$ cat src/rtl/hcb_pkg.sv
// shared types and constants for the histogram color bounds unit
package hcb_pkg;

    localparam int NUM_CH       = 3;
    localparam int COMP_W       = 8;
    localparam int THRESH_W     = 16;
    localparam int LOW_W        = 8;
    localparam int HIGH_W       = 9;
    localparam logic [THRESH_W-1:0] THRESH_RESET = 16'd5;

    typedef enum logic [2:0] {
        ST_CLEAR,
        ST_IDLE,
        ST_UPD,
        ST_SCAN,
        ST_DRAIN,
        ST_OUTPUT
    } state_t;

    typedef struct packed {
        logic pix_read;
        logic pix_write;
        logic sweep;
        logic scan;
        logic scan_init;
        logic result_load;
    } cmd_t;

    typedef struct packed {
        logic addr_last;
        logic last_pixel;
    } status_t;

endpackage

$ cat src/rtl/hcb_ctrl.sv
// controller: clear sweep, pixel read-modify-write, bin scan and result hand-off
module hcb_ctrl (
    input  logic             aclk,
    input  logic             aresetn,
    input  logic             s_valid,
    output logic             s_ready,
    output logic             m_valid,
    input  logic             m_ready,
    output hcb_pkg::cmd_t    cmd,
    input  hcb_pkg::status_t status
);

    hcb_pkg::state_t state_reg, state_next;
    logic            m_valid_reg, m_valid_next;

    always_ff @(posedge aclk) begin
        if (!aresetn) begin
            state_reg   <= hcb_pkg::ST_CLEAR;
            m_valid_reg <= 1'b0;
        end else begin
            state_reg   <= state_next;
            m_valid_reg <= m_valid_next;
        end
    end

    always_comb begin
        state_next   = state_reg;
        cmd          = '0;
        s_ready      = 1'b0;
        m_valid_next = m_valid_reg && !m_ready;
        case (state_reg)
            hcb_pkg::ST_CLEAR: begin
                cmd.sweep = 1'b1;
                if (status.addr_last) begin
                    state_next = hcb_pkg::ST_IDLE;
                end
            end
            hcb_pkg::ST_IDLE: begin
                s_ready = 1'b1;
                if (s_valid) begin
                    cmd.pix_read = 1'b1;
                    state_next   = hcb_pkg::ST_UPD;
                end
            end
            hcb_pkg::ST_UPD: begin
                cmd.pix_write = 1'b1;
                if (status.last_pixel) begin
                    cmd.scan_init = 1'b1;
                    state_next    = hcb_pkg::ST_SCAN;
                end else begin
                    state_next = hcb_pkg::ST_IDLE;
                end
            end
            hcb_pkg::ST_SCAN: begin
                // each bin is read and zeroed in the same cycle
                cmd.sweep = 1'b1;
                cmd.scan  = 1'b1;
                if (status.addr_last) begin
                    state_next = hcb_pkg::ST_DRAIN;
                end
            end
            hcb_pkg::ST_DRAIN: begin
                state_next = hcb_pkg::ST_OUTPUT;
            end
            hcb_pkg::ST_OUTPUT: begin
                if (!m_valid_reg || m_ready) begin
                    cmd.result_load = 1'b1;
                    m_valid_next    = 1'b1;
                    state_next      = hcb_pkg::ST_IDLE;
                end
            end
            default: begin
                state_next = hcb_pkg::ST_IDLE;
            end
        endcase
    end

    assign m_valid = m_valid_reg;

    a_upd_after_accept: assert property (@(posedge aclk) disable iff (!aresetn)
        (state_reg == hcb_pkg::ST_UPD) |-> $past(state_reg == hcb_pkg::ST_IDLE && s_valid))
        else $error("update without an accepted word");

    a_scan_ends: assert property (@(posedge aclk) disable iff (!aresetn)
        (state_reg == hcb_pkg::ST_SCAN && status.addr_last) |=>
        (state_reg == hcb_pkg::ST_DRAIN))
        else $error("scan overran the last bin");

    a_result_posted: assert property (@(posedge aclk) disable iff (!aresetn)
        (state_reg == hcb_pkg::ST_OUTPUT && (!m_valid_reg || m_ready)) |=> m_valid_reg)
        else $error("finished scan did not post a result word");

endmodule

$ cat config.mk
export PLATFORM = sky130hd
export DESIGN_NAME = hcb_ctrl
export DESIGN_NICKNAME = d
export VERILOG_FILES = /design/src/rtl/hcb_pkg.sv /design/src/rtl/hcb_ctrl.sv
export SDC_FILE = /design/constraint.sdc
export NUM_CORES = 1
export LEC_CHECK = 0
export BUFFER_PORTS_ARGS = -buffer_cell sky130_fd_sc_hd__buf_4
export CORE_AREA = 2 2 39 41
export CTS_BUF_LIST = sky130_fd_sc_hd__clkbuf_16
export CTS_CLUSTER_SIZE = 16
export DETAILED_ROUTE_END_ITERATION = 16
export DIE_AREA = 0 0 41 43
export GPL_TIMING_DRIVEN = 1
export PLACE_DENSITY = 0.38
export SYNTH_ARGS = -nofsm -noshare
export SYNTH_HDL_FRONTEND = slang
export SYNTH_SLANG_ARGS = --single-unit
$ cat constraint.sdc
create_clock -name aclk -period 1.46 [get_ports aclk]
set_input_delay 0.219 -clock aclk [delete_from_list [all_inputs] [get_ports aclk]]
set_output_delay 0.219 -clock aclk [all_outputs]
set_load 0.005 [all_outputs]
==> results.txt, run 1 <==
----------------------------------------------------
[Synth]
  Biggest area consumer among synthesized cells ... sky130_fd_sc_hd__dfxtp_1
  Sequential element share of the synthesized area ... 30.05%
  Count of cell types in the netlist ... 18
  Synthesis-stage register bit count ... 4
  Syn Inst Count ... 29
  Area of the mapped netlist ... 266.5 sq um
  Area fraction of the dominant cell type after synthesis ... a little under a third
  Yosys Warn Count ... 0
  Total nets after synthesis ... 35
  Largest cells by area after synthesis ... sky130_fd_sc_hd__dfxtp_1 30%, sky130_fd_sc_hd__buf_6 8.5%, sky130_fd_sc_hd__nand3b_1 8.5%
  Post-synthesis average cell area ... 9.190 sq um

[Routing]
  Length of the first detailed-routing pass in iterations ... 1
  Count of nets left with antenna violations after detail routing ... 0
  DRC violations left ... 0
  Via-to-Cell Ratio ... roughly 4.5
  Initial detailed-routing violation count ... 0
  Detailed-routing wirelength on met1 ... 243 um
  Wirelength per Cell ... a little over 10 um
  Total vias in the final route ... 266
  Detail Route met2 WL ... between 300 and 400 um
  Routed length on met3 ... roughly 37 um
  Total wire length ... 600 um
  Highest signal layer in the routed design ... met3

[Layout]
  Finished Layout Cells ... ~60
  Count of nets after finishing ... between 50 and 60
  Area of all placed cells without fillers ... 444.2 sq um
  N_diodes ... 0
  Sequential cell area ... 82.58 sq um
  Share of layout cells above drive strength 1 ... 51.16%
  Multi-input logic area ... 168.9 sq um
  Largest register FFs ... 3
  Area growth, synth to finish ... 66.67%
  Commonest non-fill, non-tap cells in the layout ... 13 x sky130_fd_sc_hd__buf_4, 3 x sky130_fd_sc_hd__nand3b_1, 3 x sky130_fd_sc_hd__clkbuf_16
  Most common cell after layout, fill and taps aside ... sky130_fd_sc_hd__buf_4
  Fill cell total of the finished layout ... about 160

[Placement]
  Placer's final routability congestion estimate ... between 0.7 and 0.8
  DP HPWL ... ~450 um
  Placement Setup Slack ... 0.2254 ns
  Count of input and output buffers ... 13
  Inst Count DP ... 56
  Cell area after placement ... 361.6 sq um

[Clock tree]
  Num CTS Buffers ... 3
  Number of levels in the clock H-tree ... 1
  Clock transition at path regs ... 0.03 ns
  Clock root buffer master ... sky130_fd_sc_hd__clkbuf_16
  Clk Latency, worst-skew pair ... 0.22 ns
  Clock tree from TritonCTS ... built
  Deepest clock path buffer count ... 2
  Post-cts hold buffer count ... 0
  Clock sink count ... 4

[Global routing]
  Overflow after GRT ... 0
  Pin count of the biggest net entering global routing ... 11
  First-pass GRT wire length ... ~960 um
  Number of antenna violations at the first check in global routing ... 0
  Vias in the first global route ... 216
  Total global-route track usage ... 8.040%

[Die]
  Initial Util ... 19.26%
  Number of top-level pins ... 14
  Chip Width ... between 40 and 50 um
  Row count ... 14
  Area of the die ... 1763 sq um
  Chip height ... 43 um
  Core Area ... ~1400 sq um

[Worst setup path]
  Data required time of the worst path ... 1.24 ns
  Maximum fanout count along the critical path ... 10
  Worst setup SP type ... register
  Signal arrival time at the worst endpoint ... approximately 1.1 ns
  Start-to-end type of the worst setup path ... reg2out
  Nature of the critical path endpoint ... output port

[STA]
  RSZ-0062 raised after global routing ... no
  Worst Tran Pin Value ... 0.2795 ns
  Worst-case clock skew ... roughly 0.00017 ns
  Relative slew slack ... 81.34%
  Final hold viol count ... 0
  Clock period minus final worst setup slack ... 1.351 ns
  PnR worst setup slack ... 0.1087 ns
  Max Fclk ... around 0.74 GHz
  Setup Total Neg Slack ... 0 ns
  Final setup violation count ... 0
  Share of the clock period used by the worst path after layout ... slightly above 90%
  Final slew viol count ... 0

[Power and ir drop]
  Net switching fraction of the power ... 16.65%
  Total power consumption of the routed design ... approximately 0.0006 W
  Total internal power ... 0.0005042 W
  VDD IR max ... 0.6630 mV
  Total net switching power ... 0.0001007 W
  Sequential share of power ... 20.8%
  Leakage ... 0.1971 nW
  Power per unit of standard cell area ... 1362 nW/um^2
  Part of the total power dissipated in the clock network ... ~69%
  Combinational share of power ... 9.9%

[Flow run]
  Max-cap viol count ... 0

[Status]
  Run status ... finished, final reports clean

[Worst hold path]
  Worst hold path type ... in2reg

----------------------------------------------------
metrics by stage:
stage	hold WS [ns]	util, %
6_report	0.2430	32.10
5_1_grt	0.2666	32.10
4_1_cts	0.2456	31.65
3_5_place_dp	0.4718	26.13
3_3_place_gp	0.4716	26.13
2_1_floorplan	0.3365	-
cell families (layout without fill, tap and decap cells):
group | Yosys count | in the layout | share of synthesized area [%]
buf+inv | 2 | 16 | 8.450
simple gates | 15 | 15 | 38.96
xor+xnor | 1 | 1 | 3.287
compound gates | 7 | 7 | 19.25
flops | 4 | 4 | 30.05
metal layers:
metal	track usage, %	vias to the layer above
met5	0	-
met4	2.000	0
met3	4.712	0
met2	10.63	6
met1	10.97	128
li1	-	132
worst paths after layout:
kind	slack (ns)	to	depth (start not counted)	start
setup / recovery	0.11	cmd[1]	3	state_reg[1]
hold / removal	0.24	state_reg[0]	2	aresetn
setup reg to reg	0.38	state_reg[2]	2	state_reg[2]
hold reg to reg	0.54	m_valid	2	m_valid
power groups by stage:
stage	combinational, W	clock [W]	sequential, W
after global placement	0.0000598	0	0.000126
after CTS	0.0000600	0.000423	0.000125
final	0.0000598	0.000419	0.000126
after detailed placement	0.0000596	0	0.000126
after global routing	0.0000656	0.000437	0.000127
after floorplan	0.0000408	0	0.000118
cell type report:
class / count / area share, %
Clock buffer: 3 / 16.90
Sequential cell: 4 / 18.59
Tap cell: 16 / 4.507
Timing Repair Buffer: 13 / 21.97
Multi-Input combinational cell: 23 / 38.03
timing repair:
item / 4_1_cts / 5_1_grt
resized for setup: 1 / 2
setup buffers: 0 / 0
hold endpoints to repair: 0 / 0
setup endpoints to repair: 1 / 2
synthesized netlist by cell type:
master                     n
sky130_fd_sc_hd__xor2_1    1
sky130_fd_sc_hd__and2_1    2
sky130_fd_sc_hd__nor2_1    2
sky130_fd_sc_hd__nand2_1   1
sky130_fd_sc_hd__and3b_2   1
sky130_fd_sc_hd__o21a_1    1
sky130_fd_sc_hd__nor2b_1   1
sky130_fd_sc_hd__nor3b_1   2
sky130_fd_sc_hd__dfxtp_1   4
sky130_fd_sc_hd__nor2b_4   1
sky130_fd_sc_hd__nand2b_1  2
sky130_fd_sc_hd__a21oi_1   2
sky130_fd_sc_hd__a21boi_0  1
sky130_fd_sc_hd__o32a_1    1
sky130_fd_sc_hd__o211ai_1  1
sky130_fd_sc_hd__nand3b_1  3
sky130_fd_sc_hd__a31o_2    1
sky130_fd_sc_hd__buf_6     2
critical path, cell delays in order (launching register included):
cell and delay [ns]:
sky130_fd_sc_hd__dfxtp_2 0.40, sky130_fd_sc_hd__nor3b_1 0.25, sky130_fd_sc_hd__and2_1 0.16, sky130_fd_sc_hd__buf_4 0.10
Note: power is estimated with default switching activity, not from simulation.
==> run 2, diff against run 1 <==
REMOVE_ABC_BUFFERS = 1   (was default)
==> run 2 against run 1 <==
Count of clock-buffer cells in the layout did not move. Wire length increased by 5.7%. Non-clock buffer count did not move.
==> results.txt, run 2 (synthesis results as in run 1) <==
----------------------------------------------------
[STA]
  Max Fclk ... 0.7344 GHz (was 0.7400 GHz)
  Final hold viol count ... 0 (unchanged)
  Clock period minus final worst setup slack ... 1.362 ns (was 1.351 ns)
  Worst-case clock skew ... 0.004152 ns (was 0.0001744 ns)
  Setup Total Neg Slack ... 0 ns (unchanged)
  Relative slew slack ... 81.78% (was 81.34%)
  PnR worst setup slack ... 0.09837 ns (was 0.1087 ns)
  Share of the clock period used by the worst path after layout ... 93.26% (was 92.55%)
  Final setup violation count ... 0 (unchanged)
  Hold Slack ... 0.2477 ns (was 0.2430 ns)
  Worst Tran Pin Value ... 0.2729 ns (was 0.2795 ns)
  Final slew viol count ... 0 (unchanged)
  RSZ-0062 raised after global routing ... no (unchanged)

[Worst setup path]
  Start-to-end type of the worst setup path ... reg2out (unchanged)
  Depth of the worst register-to-register path ... 2 (unchanged)
  Data required time of the worst path ... 1.24 ns (about the same)
  Maximum fanout count along the critical path ... 10 (unchanged)
  Startpoint of the most critical register-to-register path ... state_reg[2] (unchanged)
  CP endpoint ... cmd[1] (unchanged)
  Register-to-Register Setup Slack ... 0.39 ns (was 0.38 ns)
  Launch point of the critical path ... state_reg[1] (unchanged)
  Nature of the critical path endpoint ... output port (unchanged)
  Reg-to-Reg End ... state_reg[2] (unchanged)
  Signal arrival time at the worst endpoint ... 1.14 ns (was 1.13 ns)
  Worst setup SP type ... register (unchanged)

[Power and ir drop]
  Leakage ... 0.1971 nW (unchanged)
  VDD IR max ... 0.6156 mV (was 0.6630 mV)
  Power per unit of standard cell area ... 1381 nW/um^2 (was 1362 nW/um^2)

[Placement]
  Placer's final routability congestion estimate ... 0.6787 (was 0.7502)
  Count of input and output buffers ... 13 (unchanged)
  Inst Count DP ... 56 (unchanged)
  DP HPWL ... 466.6 um (was 453.9 um)
  Placement Setup Slack ... 0.2131 ns (was 0.2254 ns)

[Worst hold path]
  Worst hold path startpoint ... aresetn (unchanged)
  Worst hold path type ... in2reg (unchanged)

[Global routing]
  Pin count of the biggest net entering global routing ... 11 (unchanged)
  Vias in the first global route ... 233 (was 216)
  First-pass GRT wire length ... 972 um (was 959 um)
  Total global-route track usage ... 8.333% (was 8.040%)
  Number of antenna violations at the first check in global routing ... 0 (unchanged)
  Overflow after GRT ... 0 (unchanged)

[Clock tree]
  Clock sink count ... 4 (unchanged)
  Post-cts hold buffer count ... 0 (unchanged)
  Num CTS Buffers ... 3 (unchanged)
  Number of levels in the clock H-tree ... 1 (unchanged)
  Clock transition at path regs ... 0.03 ns (about the same)
  Buffers inserted during post-CTS setup optimization ... 0 (unchanged)
  Deepest clock path buffer count ... 2 (unchanged)
  Clock root buffer master ... sky130_fd_sc_hd__clkbuf_16 (unchanged)
  CTS resizes ... 1 (unchanged)
  Clk Latency, worst-skew pair ... 0.22 ns (about the same)
  Clock tree from TritonCTS ... built (unchanged)

[Routing]
  DRC violations left ... 0 (unchanged)
  Via-to-Cell Ratio ... 4.169 (was 4.508)
  Total vias in the final route ... 246 (was 266)
  Initial detailed-routing violation count ... 1 (was 0)
  Total wire length ... 634 um (was 600 um)
  Count of nets left with antenna violations after detail routing ... 0 (unchanged)
  Length of the first detailed-routing pass in iterations ... 2 (was 1)
  Wirelength per Cell ... 10.75 um (was 10.17 um)

[Layout]
  Finished Layout Cells ... 59 (unchanged)
  Final Core Density ... 32.10% (unchanged)
  Area growth, synth to finish ... 66.67% (unchanged)
  Fill cell total of the finished layout ... 152 (was 158)
  Largest register FFs ... 3 (unchanged)
  Count of nets after finishing ... 51 (unchanged)
  Commonest non-fill, non-tap cells in the layout ... 13 x sky130_fd_sc_hd__buf_4, 3 x sky130_fd_sc_hd__nand3b_1, 3 x sky130_fd_sc_hd__clkbuf_16 (unchanged)
  Share of layout cells above drive strength 1 ... 51.16% (unchanged)
  Most common cell after layout, fill and taps aside ... sky130_fd_sc_hd__buf_4 (unchanged)
  N_diodes ... 0 (unchanged)

[Flow run]
  Max-cap viol count ... 0 (unchanged)

[Die]
  Core Area ... 1384 sq um (unchanged)
  Area of the die ... 1763 sq um (unchanged)
  Chip height ... 43 um (unchanged)
  Row count ... 14 (unchanged)
  Initial Util ... 19.26% (unchanged)
  Number of top-level pins ... 14 (unchanged)
  Chip Width ... 41 um (unchanged)

[Status]
  Run status ... finished, final reports clean (unchanged)

----------------------------------------------------
-- run 2: cell counts in the layout (fill, tap and decap cells not counted) --
Identical to the previous run, type by type.
-- run 2: area by class of cell --
cell class | count | area (sq um) | area share (%)
repair buffers | 13 | 97.59 | 21.97
multi-input cells | 23 | 168.9 | 38.03
well taps | 16 | 20.02 | 4.507
clock buffers | 3 | 75.07 | 16.90
flip-flops and latches | 4 | 82.58 | 18.59
-- run 2: how the worst min path moves through the flow --
stage	slack (ns)	depth (start not counted)	end
after floorplan	0.34	1	state_reg[0]
after global placement	0.47	2	state_reg[0]
after detailed placement	0.47	2	state_reg[0]
after CTS	0.24	2	state_reg[0]
after global routing	0.26	2	state_reg[0]
final	0.25	2	state_reg[0]
-- run 2: power breakdown --
| part | switching, W | internal (W) | total, W |
|---|---|---|---|
| clock | 0.0000783 | 0.000350 | 0.000428 |
| sequential | 0.0000104 | 0.000115 | 0.000126 |
| combinational | 0.0000200 | 0.0000394 | 0.0000594 |
-- run 2: worst max-delay path: stages (launching register included) --
cell	delay, ns
sky130_fd_sc_hd__dfxtp_2	0.41
sky130_fd_sc_hd__nor3b_1	0.25
sky130_fd_sc_hd__and2_1	0.16
sky130_fd_sc_hd__buf_4	0.10
-- run 2: through the flow --
step                power (W)  area [sq um]
finish              0.0006136         444.2
global route        0.0006403         444.2
CTS                 0.0006211         437.9
detailed placement  0.0001858         361.6
global placement    0.0001849         361.6
floorplan           0.0001501         244.0
-- run 2: routing by layer --
layer	vias up	share of wire, %	track usage (%)
met2	8	47	10.94
met1	108	46	10.61
met5	-	0	0
met3	0	7.1	6.283
li1	130	-	-
met4	0	0	2.000
==> run 3, diff against run 2 <==
ABC_AREA = 1   (was default)
CTS_CLUSTER_SIZE = 24   (was 16)
PLACE_DENSITY = 0.4   (was 0.38)
==> run 3 against run 2 <==
Core utilization is 2.8 points higher. Sequential power about the same. Critical path depth rose by 1. Largest cell class unchanged. Combinational power up 59%. Wire length fell by 1.9%. Hold slack better by 0.030 ns. Design area increased by 8.7%. Die area is the same. Global-route usage fell by 0.19 points. Synthesized cell count is 52% higher. Area after synthesis up 8.9%. Via count is 32% higher.
==> results.txt, run 3 <==
----------------------------------------------------
[Layout]
  Commonest non-fill, non-tap cells in the layout ... 13 x sky130_fd_sc_hd__buf_4, 9 x sky130_fd_sc_hd__inv_1, 6 x sky130_fd_sc_hd__nand2_1 (was 13 x sky130_fd_sc_hd__buf_4, 3 x sky130_fd_sc_hd__nand3b_1, 3 x sky130_fd_sc_hd__clkbuf_16)
  Count of nets after finishing ... 68 (was 51)
  Share of layout cells above drive strength 1 ... 40.00% (was 51.16%)
  N_diodes ... 0 (unchanged)
  Most common cell after layout, fill and taps aside ... sky130_fd_sc_hd__buf_4 (unchanged)
  Fill cell total of the finished layout ... 151 (was 152)
  Largest register FFs ... 3 (unchanged)
  Area growth, synth to finish ... 66.38% (was 66.67%)

[Worst hold path]
  Worst hold path startpoint ... aresetn (unchanged)
  End point of the worst hold path ... m_valid (was state_reg[0])
  Worst hold path type ... in2reg (unchanged)
  Cell depth of the worst min-delay path ... 3 (was 2)

[Placement]
  Count of input and output buffers ... 13 (unchanged)
  DP HPWL ... 521.3 um (was 466.6 um)
  Placer's final routability congestion estimate ... 0.6632 (was 0.6787)

[STA]
  Share of the clock period used by the worst path after layout ... 93.02% (was 93.26%)
  Final hold viol count ... 0 (unchanged)
  Final slew viol count ... 0 (unchanged)
  RSZ-0062 raised after global routing ... no (unchanged)
  Worst-case clock skew ... 0.001857 ns (was 0.004152 ns)
  Max Fclk ... 0.7363 GHz (was 0.7344 GHz)
  Clock period minus final worst setup slack ... 1.358 ns (was 1.362 ns)
  Worst Tran Pin Value ... 0.2851 ns (was 0.2729 ns)
  Relative slew slack ... 80.97% (was 81.78%)
  Final setup violation count ... 0 (unchanged)
  Setup Total Neg Slack ... 0 ns (unchanged)

[Global routing]
  Vias in the first global route ... 281 (was 233)
  First-pass GRT wire length ... 1.035 mm (was 972 um)
  Number of antenna violations at the first check in global routing ... 0 (unchanged)
  Pin count of the biggest net entering global routing ... 8 (was 11)
  Total global-route track usage ... 8.141% (was 8.333%)
  Overflow after GRT ... 0 (unchanged)

[Worst setup path]
  Worst setup SP type ... register (unchanged)
  Startpoint of the most critical register-to-register path ... state_reg[2] (unchanged)
  Signal arrival time at the worst endpoint ... 1.14 ns (about the same)
  Standard cell with the maximum stage delay on the critical path ... sky130_fd_sc_hd__dfxtp_1 (was sky130_fd_sc_hd__dfxtp_2)
  Critical Path, Cell by Cell ... inv_2 -> nand3_1 -> o21ai_0 -> buf_4 (was nor3b_1 -> and2_1 -> buf_4)
  Largest incremental delay on the critical path ... 0.46 ns (was 0.41 ns)
  Maximum fanout count along the critical path ... 7 (was 10)
  Buf+Inv Stages, Crit Path ... 2 (was 1)
  Data required time of the worst path ... 1.24 ns (about the same)
  Reg-to-Reg End ... state_reg[0] (was state_reg[2])
  Start-to-end type of the worst setup path ... reg2out (unchanged)
  Depth of the worst register-to-register path ... 7 (was 2)
  Nature of the critical path endpoint ... output port (unchanged)
  Register-to-Register Setup Slack ... 0.37 ns (was 0.39 ns)
  CP delay by family, top ... flip-flops (was simple AND/OR/NAND/NOR gates)

[Power and ir drop]
  Total power consumption of the routed design ... 0.0006433 W (was 0.0006136 W)
  Power per unit of standard cell area ... 1332 nW/um^2 (was 1381 nW/um^2)
  Sequential share of power ... 19.9% (was 20.5%)
  Part of the total power dissipated in the clock network ... 65.4% (was 69.8%)
  Combinational share of power ... 14.7% (was 9.7%)
  Leakage ... 0.2476 nW (was 0.1971 nW)
  VDD IR max ... 0.7315 mV (was 0.6156 mV)
  Total net switching power ... 0.0001289 W (was 0.0001086 W)
  Net switching fraction of the power ... 20.03% (was 17.70%)
  Total internal power ... 0.0005144 W (was 0.0005050 W)

[Routing]
  Wirelength per Cell ... 8.184 um (was 10.75 um)
  Total vias in the final route ... 324 (was 246)
  Initial detailed-routing violation count ... 4 (was 1)
  DRC violations left ... 0 (unchanged)
  Detail Route met2 WL ... 316 um (was 296 um)
  Count of nets left with antenna violations after detail routing ... 0 (unchanged)
  Detailed-routing wirelength on met1 ... 263 um (was 293 um)
  Routed length on met3 ... 43 um (was 45 um)
  Length of the first detailed-routing pass in iterations ... 4 (was 2)
  Via-to-Cell Ratio ... 4.263 (was 4.169)
  Highest signal layer in the routed design ... met3 (unchanged)
  Total wire length ... 622 um (was 634 um)

[Clock tree]
  Deepest clock path buffer count ... 2 (unchanged)
  Clk Latency, worst-skew pair ... 0.22 ns (about the same)
  Buffers inserted during post-CTS setup optimization ... 0 (unchanged)
  Number of levels in the clock H-tree ... 1 (unchanged)
  Clock transition at path regs ... 0.03 ns (about the same)
  Clock sink count ... 4 (unchanged)
  Post-cts hold buffer count ... 0 (unchanged)
  CTS resizes ... 0 (was 1)
  Num CTS Buffers ... 3 (unchanged)
  Clock root buffer master ... sky130_fd_sc_hd__clkbuf_16 (unchanged)
  Clock tree from TritonCTS ... built (unchanged)

[Synth]
  Synthesis-stage register bit count ... 4 (unchanged)
  Biggest area consumer among synthesized cells ... sky130_fd_sc_hd__dfxtp_1 (unchanged)
  Area fraction of the dominant cell type after synthesis ... 27.59% (was 30.05%)
  Async set-or-reset flop fraction in the synthesized netlist ... 0% (unchanged)
  Post-synthesis average cell area ... 6.597 sq um (was 9.190 sq um)
  Number of flops mapped to enable cells by yosys ... 0 (unchanged)
  Largest cells by area after synthesis ... sky130_fd_sc_hd__dfxtp_1 28%, sky130_fd_sc_hd__inv_1 12%, sky130_fd_sc_hd__nand2_1 7.8% (was sky130_fd_sc_hd__dfxtp_1 30%, sky130_fd_sc_hd__buf_6 8.5%, sky130_fd_sc_hd__nand3b_1 8.5%)
  Syn Inst Count ... 44 (was 29)
  Count of cell types in the netlist ... 14 (was 18)
  Top post-synthesis cells by count ... 9 x sky130_fd_sc_hd__inv_1, 6 x sky130_fd_sc_hd__nand2_1, 4 x sky130_fd_sc_hd__a21oi_1, 4 x sky130_fd_sc_hd__dfxtp_1, 4 x sky130_fd_sc_hd__nand3_1 (was 4 x sky130_fd_sc_hd__dfxtp_1, 3 x sky130_fd_sc_hd__nand3b_1)
  Area of the mapped netlist ... 290.3 sq um (was 266.5 sq um)
  Top flip-flop cell by instance count after synthesis ... sky130_fd_sc_hd__dfxtp_1 (unchanged)
  Yosys Warn Count ... 0 (unchanged)
  Most frequent cell after synthesis ... sky130_fd_sc_hd__inv_1 (was sky130_fd_sc_hd__dfxtp_1)
  Sequential element share of the synthesized area ... 27.59% (was 30.05%)

[Die]
  Number of top-level pins ... 14 (unchanged)
  Chip height ... 43 um (unchanged)
  Core Area ... 1384 sq um (unchanged)
  Row count ... 14 (unchanged)
  Area of the die ... 1763 sq um (unchanged)
  Initial Util ... 20.98% (was 19.26%)
  Chip Width ... 41 um (unchanged)

[Flow run]
  Max-cap viol count ... 0 (unchanged)

[Status]
  Run status ... finished, final reports clean (unchanged)

----------------------------------------------------
## run 3: worst reg2reg max path, stage by stage, from the launching register on
cell and delay [ns]:
sky130_fd_sc_hd__dfxtp_1 0.46, sky130_fd_sc_hd__inv_2 0.11, sky130_fd_sc_hd__nand3_4 0.09, sky130_fd_sc_hd__nor2_2 0.05, sky130_fd_sc_hd__nor2_4 0.08, sky130_fd_sc_hd__nand4_1 0.09, sky130_fd_sc_hd__nand2_1 0.07, sky130_fd_sc_hd__inv_1 0.03
## run 3: area by class of cell
type	count	area (sq um)	share of cell area, %
Clock buffer	3	75.07	15.54
Multi-Input combinational cell	28	165.2	34.20
Inverter	12	45.04	9.326
Timing Repair Buffer	13	97.59	20.21
Sequential cell	4	80.08	16.58
Tap cell	16	20.02	4.145
## run 3: cells by family (layout without fill, tap and decap cells)
logic type	count (synthesis)	after routing	synth area share [%]
AO/OA/AOI/OAI	8	8	14.65
buffers and inverters	12	28	15.52
AND/OR/NAND/NOR	20	20	42.24
flip-flops	4	4	27.59
## run 3: layer usage
layer	up-vias	global-route usage, %
met1	139	10.65
met2	11	13.13
met4	0	2.000
met5	-	0
met3	0	1.571
li1	174	-
## run 3: how the worst max path moves through the flow
stage	startpoint	end	slack [ns]	cells after the start
final	state_reg[2]	cmd[3]	0.10	4
after global placement	state_reg[0]	cmd[0]	0.34	3
after CTS	state_reg[2]	cmd[3]	0.10	4
after global routing	state_reg[2]	cmd[3]	0.008	4
after detailed placement	state_reg[2]	cmd[3]	0.34	4
after floorplan	state_reg[0]	state_reg[1]	0.48	5
## run 3: metrics by stage
step	worst slack (ns)	util (%)	hold slack, ns	cells	instance area, sq um
after floorplan	0.4844	-	0.3703	44	290.3
after global placement	0.3366	29.48	0.5155	73	407.9
after global routing	0.007610	34.90	0.3180	76	483.0
after CTS	0.1007	34.90	0.2884	76	483.0
final	0.1019	34.90	0.2781	76	483.0
after detailed placement	0.3438	29.48	0.5148	73	407.9
## run 3: power groups by stage
stage,Combinational (W),Clock (W),Sequential [W]
after global routing,0.000109,0.000434,0.000130
after global placement,0.0000982,0,0.000130
final,0.0000944,0.000421,0.000128
after CTS,0.0000963,0.000428,0.000128
after floorplan,0.0000546,0,0.000128
after detailed placement,0.0000957,0,0.000129
